`src/modular_exponentiation_core_defines.svh`:
```
// Assertion shorthands shared by the RTL files that check themselves.
`ifndef MODULAR_EXPONENTIATION_CORE_DEFINES_SVH
`define MODULAR_EXPONENTIATION_CORE_DEFINES_SVH

// Check an implication on every rising edge, held off while reset is active.
`define MEXP_ASSERT(label, prop, msg) \
	label: assert property (@(posedge clk) disable iff (!arst_n) prop) else $error(msg);

// Check that a condition never holds, held off while reset is active.
`define MEXP_NEVER(label, cond, msg) \
	label: assert property (@(posedge clk) disable iff (!arst_n) !(cond)) else $error(msg);

`endif

```
`src/mexp_pkg.sv`:
```
package mexp_pkg;

	// Width of every data field on the ports.
	localparam int FIELD_W = 32;

	typedef enum logic [5:0] {
		S_IDLE   = 6'b000001,
		S_REDUCE = 6'b000010,
		S_LOAD   = 6'b000100,
		S_MUL    = 6'b001000,
		S_UPDATE = 6'b010000,
		S_FINISH = 6'b100000
	} mexp_state_t;

	// Control of one bit-serial modular multiplier.
	typedef struct packed {
		logic load;
		logic step;
	} mexp_mul_ctrl_t;

endpackage

```
`src/mexp_mulmod.sv`:
```
// Bit-serial modular multiplier: r = (x * y) mod m, one bit of y per step,
// most significant bit first. Needs x < m (or x = 1) and a stable m.
module mexp_mulmod import mexp_pkg::*; #(
	parameter int WIDTH = 32
) (
	input  logic                 clk,
	input  mexp_mul_ctrl_t       ctrl,
	input  logic [WIDTH-1:0]     x,
	input  logic [WIDTH-1:0]     y,
	input  logic [WIDTH-1:0]     m,
	output logic [WIDTH-1:0]     r
);

	localparam int TW = WIDTH + 3;

	logic [WIDTH-1:0] acc_q;
	logic [WIDTH-1:0] x_q;
	logic [WIDTH-1:0] y_q;
	logic [TW-1:0]    sum;
	logic [TW-1:0]    diff1;
	logic [TW-1:0]    diff2;
	logic [WIDTH-1:0] acc_next;

	// 2*acc + bit*x stays below 3m: subtract m or 2m by the borrow bits.
	always_comb begin
		sum      = (TW'(acc_q) << 1) + (y_q[WIDTH-1] ? TW'(x_q) : '0);
		diff1    = sum - TW'(m);
		diff2    = sum - (TW'(m) << 1);
		if (!diff2[TW-1]) begin
			acc_next = diff2[WIDTH-1:0];
		end else if (!diff1[TW-1]) begin
			acc_next = diff1[WIDTH-1:0];
		end else begin
			acc_next = sum[WIDTH-1:0];
		end
	end

	always_ff @(posedge clk) begin
		if (ctrl.load) begin
			acc_q <= '0;
			x_q   <= x;
			y_q   <= y;
		end else if (ctrl.step) begin
			acc_q <= acc_next;
			y_q   <= y_q << 1;
		end
	end

	assign r = acc_q;

endmodule

```
`src/modular_exponentiation_core.sv`:
```
// Modular exponentiation: power_result = base_value ^ exponent_value mod modulus_value,
// by right-to-left square-and-multiply over the WIDTH low bits of each operand.
// One request is worked at a time; a new request is taken as soon as the core is
// idle, even while the previous result still waits at the output register. Two
// bit-serial modular multipliers, each retiring one multiplier bit per clock while
// it steps, set the pace: the base is first reduced mod the modulus, then each of
// the WIDTH exponent bits takes an operand load, serial steps over every multiplier
// bit and an accumulator update, with the square and the multiply running side by
// side. A zero modulus goes straight to the finish state with modulus_error set and
// a result of 0. A zero exponent gives 1, even for a modulus of 1. Results wider
// than the 32-bit result port are truncated; operands are zero-extended or
// truncated to WIDTH bits on entry.
`include "modular_exponentiation_core_defines.svh"

module modular_exponentiation_core import mexp_pkg::*; #(
	parameter int WIDTH = 32
) (
	input  logic               clk,
	input  logic               arst_n,
	input  logic               in_valid,
	output logic               in_ready,
	input  logic [FIELD_W-1:0] base_value,
	input  logic [FIELD_W-1:0] exponent_value,
	input  logic [FIELD_W-1:0] modulus_value,
	output logic               out_valid,
	input  logic               out_ready,
	output logic [FIELD_W-1:0] power_result,
	output logic               modulus_error
);

	localparam int CW = (WIDTH > 1) ? $clog2(WIDTH) : 1;

	mexp_state_t state_q;
	logic [CW-1:0] step_cnt_q;   // serial step within one multiply
	logic [CW-1:0] bit_cnt_q;    // exponent bit being processed

	logic [WIDTH-1:0] exp_q;
	logic [WIDTH-1:0] mod_q;
	logic [WIDTH-1:0] acc_q;
	logic             mod_one_q;
	logic             err_q;

	logic               out_valid_q;
	logic [FIELD_W-1:0] result_q;
	logic               result_err_q;

	logic [WIDTH+FIELD_W-1:0] base_wide;
	logic [WIDTH+FIELD_W-1:0] exp_wide;
	logic [WIDTH+FIELD_W-1:0] mod_wide;
	logic [WIDTH+FIELD_W-1:0] acc_wide;
	logic [WIDTH-1:0]         base_w;
	logic [WIDTH-1:0]         exp_w;
	logic [WIDTH-1:0]         mod_w;

	logic             accept;
	logic             finish_go;
	logic             last_step;

	mexp_mul_ctrl_t   ctrl_a;
	mexp_mul_ctrl_t   ctrl_b;
	logic [WIDTH-1:0] mul_a_x;
	logic [WIDTH-1:0] mul_b_x;
	logic [WIDTH-1:0] mul_b_y;
	logic [WIDTH-1:0] prod_w;    // multiply unit result
	logic [WIDTH-1:0] sq_w;      // square unit result: the running square

	// Fit the 32-bit fields to the operand width.
	assign base_wide = {{WIDTH{1'b0}}, base_value};
	assign exp_wide  = {{WIDTH{1'b0}}, exponent_value};
	assign mod_wide  = {{WIDTH{1'b0}}, modulus_value};
	assign base_w    = base_wide[WIDTH-1:0];
	assign exp_w     = exp_wide[WIDTH-1:0];
	assign mod_w     = mod_wide[WIDTH-1:0];
	assign acc_wide  = {{FIELD_W{1'b0}}, acc_q};

	assign in_ready  = (state_q == S_IDLE);
	assign accept    = in_valid && in_ready;
	assign last_step = (step_cnt_q == CW'(WIDTH - 1));
	// Hand the result over only when the output register is free.
	assign finish_go = (state_q == S_FINISH) && (!out_valid_q || out_ready);

	// Square unit: reduces the base first (x = 1, y = base), then squares,
	// reloading the running square at every operand load.
	always_comb begin
		ctrl_b.load = accept || (state_q == S_LOAD);
		ctrl_b.step = (state_q == S_REDUCE) || (state_q == S_MUL);
		ctrl_a.load = (state_q == S_LOAD);
		ctrl_a.step = (state_q == S_MUL);
		mul_b_x     = (state_q == S_IDLE) ? WIDTH'(1) : sq_w;
		mul_b_y     = (state_q == S_IDLE) ? base_w : sq_w;
		// The accumulator starts at 1, which a modulus of one reduces to 0.
		mul_a_x     = mod_one_q ? '0 : acc_q;
	end

	mexp_mulmod #(.WIDTH(WIDTH)) u_mul_a (
		.clk  (clk),
		.ctrl (ctrl_a),
		.x    (mul_a_x),
		.y    (sq_w),
		.m    (mod_q),
		.r    (prod_w)
	);

	mexp_mulmod #(.WIDTH(WIDTH)) u_mul_b (
		.clk  (clk),
		.ctrl (ctrl_b),
		.x    (mul_b_x),
		.y    (mul_b_y),
		.m    (mod_q),
		.r    (sq_w)
	);

	// Sequencer
	always_ff @(posedge clk or negedge arst_n) begin
		if (!arst_n) begin
			state_q    <= S_IDLE;
			step_cnt_q <= '0;
			bit_cnt_q  <= '0;
		end else begin
			unique case (state_q)
				S_IDLE: begin
					if (accept) begin
						step_cnt_q <= '0;
						bit_cnt_q  <= '0;
						// Zero modulus: skip straight to the error result.
						state_q    <= (mod_w == '0) ? S_FINISH : S_REDUCE;
					end
				end
				S_REDUCE: begin
					step_cnt_q <= step_cnt_q + CW'(1);
					if (last_step) begin
						state_q <= S_LOAD;
					end
				end
				S_LOAD: begin
					step_cnt_q <= '0;
					state_q    <= S_MUL;
				end
				S_MUL: begin
					step_cnt_q <= step_cnt_q + CW'(1);
					if (last_step) begin
						state_q <= S_UPDATE;
					end
				end
				S_UPDATE: begin
					bit_cnt_q <= bit_cnt_q + CW'(1);
					state_q   <= (bit_cnt_q == CW'(WIDTH - 1)) ? S_FINISH : S_LOAD;
				end
				S_FINISH: begin
					if (finish_go) begin
						state_q <= S_IDLE;
					end
				end
				default: begin
					state_q <= S_IDLE;
				end
			endcase
		end
	end

	// Operand and accumulator datapath
	always_ff @(posedge clk) begin
		if (accept) begin
			exp_q     <= exp_w;
			mod_q     <= mod_w;
			mod_one_q <= (mod_w == WIDTH'(1));
			err_q     <= (mod_w == '0);
			acc_q     <= WIDTH'(1);
		end else if (state_q == S_UPDATE) begin
			// Take the product when the current exponent bit is set, then advance.
			if (exp_q[0]) begin
				acc_q <= prod_w;
			end
			exp_q <= exp_q >> 1;
		end
	end

	// Output register: holds a finished result while the core starts the next request.
	always_ff @(posedge clk or negedge arst_n) begin
		if (!arst_n) begin
			out_valid_q <= 1'b0;
		end else if (finish_go) begin
			out_valid_q <= 1'b1;
		end else if (out_ready) begin
			out_valid_q <= 1'b0;
		end
	end

	always_ff @(posedge clk) begin
		if (finish_go) begin
			result_q     <= err_q ? '0 : acc_wide[FIELD_W-1:0];
			result_err_q <= err_q;
		end
	end

	assign out_valid     = out_valid_q;
	assign power_result  = result_q;
	assign modulus_error = result_err_q;

	`MEXP_ASSERT(a_zero_mod_finishes, accept && (mod_w == '0) |=> state_q == S_FINISH, "zero modulus did not go straight to finish")
	`MEXP_ASSERT(a_error_gives_zero, out_valid && modulus_error |-> power_result == '0, "error result is not zero")
	`MEXP_NEVER(a_square_reduced, (state_q == S_LOAD) && (sq_w >= mod_q), "running square not reduced below the modulus")
	`MEXP_NEVER(a_ready_while_busy, in_ready && (state_q != S_IDLE), "request taken while busy")

endmodule

```
`config.mk`:
```
export PLATFORM = sky130hd
export DESIGN_NAME = modular_exponentiation_core
export DESIGN_NICKNAME = d
export VERILOG_FILES = /design/src/mexp_pkg.sv /design/src/mexp_mulmod.sv /design/src/modular_exponentiation_core.sv
export VERILOG_INCLUDE_DIRS = /design/src /design/src/src
export SDC_FILE = /design/constraint.sdc
export NUM_CORES = 1
export LEC_CHECK = 0
export ABC_AREA = 1
export CORE_ASPECT_RATIO = 1.25
export CORE_MARGIN = 3
export CORE_UTILIZATION = 60
export CTS_CLUSTER_SIZE = 24
export DETAILED_ROUTE_END_ITERATION = 10
export DONT_BUFFER_PORTS = 1
export GPL_ROUTABILITY_DRIVEN = 0
export GPL_TIMING_DRIVEN = 0
export PLACE_DENSITY = 0.8
export SYNTH_ARGS = -nofsm -noshare
export SYNTH_HDL_FRONTEND = slang
export SYNTH_HIERARCHICAL = 1
export SYNTH_SLANG_ARGS = --single-unit
export TNS_END_PERCENT = 30
```
`constraint.sdc`:
```
create_clock -name clk -period 11.4 [get_ports clk]
set_input_delay 0.57 -clock clk [delete_from_list [all_inputs] [get_ports clk]]
set_output_delay 0.57 -clock clk [all_outputs]
set_load 0.01 [all_outputs]
```
==> reports/qor.yml <==
cpPeakStageDelay_ns: 0.58
synth_edf_count: 227
dpl_cell_area_um2: 27910
hold_viol: 0
diodes: 0
post-route-cell-area_um2: 29170
multi_input_area_um2: 15340
die_area_um2: 47880
required_ns: 11.88
synth_top_flop_cell: "edfxtp_1"
portBuffers: 0
rows: 86
fin_crit_sh_pct: 50.19
grt_max_degree: 44
max_freq_ghz: 0.1748
grt_pass1_vias: 25550
rsz0062_at_grt: "no"
routed_wl_um: 83660
grt_pass1_wl_um: 128000
synthMuxAreaShare_pct: 0
avgViaCountPerCell: 5.685
setup_viol: 0
initial_utilization_pct: 61.12
synth-xor-area-share_pct: 4.031
postRouteAntennaNets: 0
hold_buffers: 1
cpMostUsedCell: "nand2_1"
dp_slack_ns: 6.042
drt-initial-drc-count: 1678
clock_latency_ns: 0.57
synth.distinct_cells: 54
avgSynthCellArea_um2: 6.847
tns_ns: 0
synth_seq_cells: 340
fin_util_pct: 65.65
yosys.area_share.simple_pct: 30.82
ioPinCount: 135
synth-adder-area-share_pct: 9.379
worst_pin_slew_ns: 1.185
async_flop_share_pct: 5.000
synth_top_family_by_area: "simple AND/OR/NAND/NOR gates"
drive_gt1_share_pct: 4.636
numCtsBuffers: 35
status: "finished, final reports clean"
layout_setup_ws_ns: 5.679
end_kind: "flop"
yosysSeqAreaShare_pct: 33.74
slowest_stage: "a21oi_2"
ff_latch_area_um2: 9165
synth_compound_area_share_pct: 12.17
cts-root-buf: "clkbuf_16"
crit_path_start_kind: "flop"
core-area_um2: 44440
die_w_um: 196.3
route.detailed.drc: 0
via_count: 26190
area_growth_syn_to_layout_pct: 7.407
crit_type: "reg -> reg"
crit_arrival_ns: 6.20
cts_tree: "built"
first_pass_iters: 6
skew_ns: 0.01540
fin_nets: 4307
min_path_type: "in -> reg"
htree_num_levels: 2
die_h_um: 243.9
syn_area_um2: 27160
antenna_found_initial: 0
cts_setup_buffers: 0
relSlewSlack_pct: 20.99
maxCapViolCount: 0
clock_sinks: 340
groute.usage.overall_pct: 34.00
gr-total-overflow: 0
clk_pin_slew_ns: 0.07
syn_nets: 4267
ys_warn_count: 6
slew_viol_final: 0
drt-wirelength-per-cell_um: 18.16
rrSetupSlack_ns: 5.68
syn_inst: 3967
min_period_ns: 5.721
cp_max_fo: 10
post_cts_resized: 0
hpwl_um: 66970
fill_cells: 4045
cts.path.max_buffers: 3
==> synth_stat cells (all sizes together), types with 7 or more instances <==
cell    number  area share (%)
nand3      238             4.4
xor2        79             2.5
edfxtp     227              25
inv        571             7.9
ha         194             8.9
xnor2       46             1.5
nand4       25            0.69
o21ai      167             3.1
a31oi       11            0.25
a21oi      341             6.4
a21o        24            0.66
o21a         7            0.19
nor3        28            0.52
nand2     1288              18
or2          9            0.21
dfxtp       96             7.1
clkbuf      49            0.69
o21bai      43             1.2
dfrtp       16             1.5
buf         45             1.3
nor2       410             5.9
nand3b      15            0.41
==> path summary, 6_finish.rpt <==
path | startpoint | to | depth (start not counted)
min | modulus_value[0] | mod_q[0]$_DFFE_PP_ | 0
max reg2reg | u_mul_b/y_q[31]$_DFFE_PP_ | u_mul_b/r[30]$_SDFFE_PP0P_ | 28
min reg2reg | acc_q[25]$_SDFFE_PP0P_ | acc_q[25]$_SDFFE_PP0P_ | 2
min in group asynchronous | arst_n | bit_cnt_q[4]$_DFFE_PN0P_ | 1
max in group asynchronous | arst_n | step_cnt_q[2]$_DFFE_PN0P_ | 1
max | u_mul_b/y_q[31]$_DFFE_PP_ | u_mul_b/r[30]$_SDFFE_PP0P_ | 28
==> routing by layer <==
metal  vias up  share of wire (%)  GRT usage (%)
li1      12900                  -              -
met1     11830                 36          35.41
met2      1048                 49          60.72
met3       406                5.1          4.039
met4         0                 10          28.40
met5         -                  0              0
==> worst max-delay path, delay by kind of cell (launching register included) <==
family,cells,cell delay (ns)
compound gates,6,1.45
fa+ha+maj,3,0.97
buf+inv,5,1.02
flops,1,0.49
simple gates,14,1.70
==> layout make-up <==
type                    instances  area share [%]
clock inverters                21          0.9006
plain buffers                  94           1.818
multi-input cells            2961           52.57
flip-flops and latches        340           31.41
well taps                     572           2.453
repair buffers                  3          0.1973
clock buffers                  43           3.285
inverters                     572           7.359
==> cells in the final DEF (no fill, tap or decap), types with 8 or more instances in the layout <==
cell type	Yosys	layout
nor2_2	8	8
nand2_1	1256	1252
a21oi_1	329	329
ha_1	194	194
xnor2_1	46	46
a21oi_2	12	12
dfxtp_1	96	96
nand2_2	31	35
buf_6	17	17
a21o_1	24	24
nand3b_1	15	15
inv_1	565	564
o21bai_1	43	43
clkbuf_1	46	51
or2_2	8	8
nand3_1	236	236
buf_2	13	13
dfrtp_1	16	16
nor2_1	396	395
edfxtp_1	227	227
o21ai_0	158	158
xor2_1	79	79
a31oi_1	11	11
nand4_1	23	23
clkbuf_16	0	37
buf_4	8	8
nor3_1	28	28
==> cells by family after synthesis <==
group                    Yosys count
XOR/XNOR                         125
AND/OR/NAND/NOR                 2032
adder cells (fa/ha/maj)          200
buffers and inverters            666
AO/OA/AOI/OAI                    604
flip-flops                       340
==> per-stage QoR <==
step           instances  hold slack (ns)
2_1_floorplan       3967           0.2744
3_3_place_gp        4539           0.2750
3_5_place_dp        4540           0.2751
4_1_cts             4605          0.07348
5_1_grt             4606          0.08108
6_report            4606          0.09703
==> flip-flops by register name (all words and copies together) (netlist names) <==
signal         flops
step_cnt_q         5
u_mul_a/x_q       32
u_mul_b/r         32
modulus_error      1
out_valid          1
u_mul_b/x_q       32
u_mul_b/y_q       32
u_mul_a/r         32
u_mul_a/y_q       32
exp_q             32
bit_cnt_q          5
state_q            6
acc_q             32
mod_one_q          1
err_q              1
power_result      32
mod_q             32
Power is left out: the tool's default activity adds up to more than one toggle a clock period on the data nets, which glitch-free logic cannot reach.
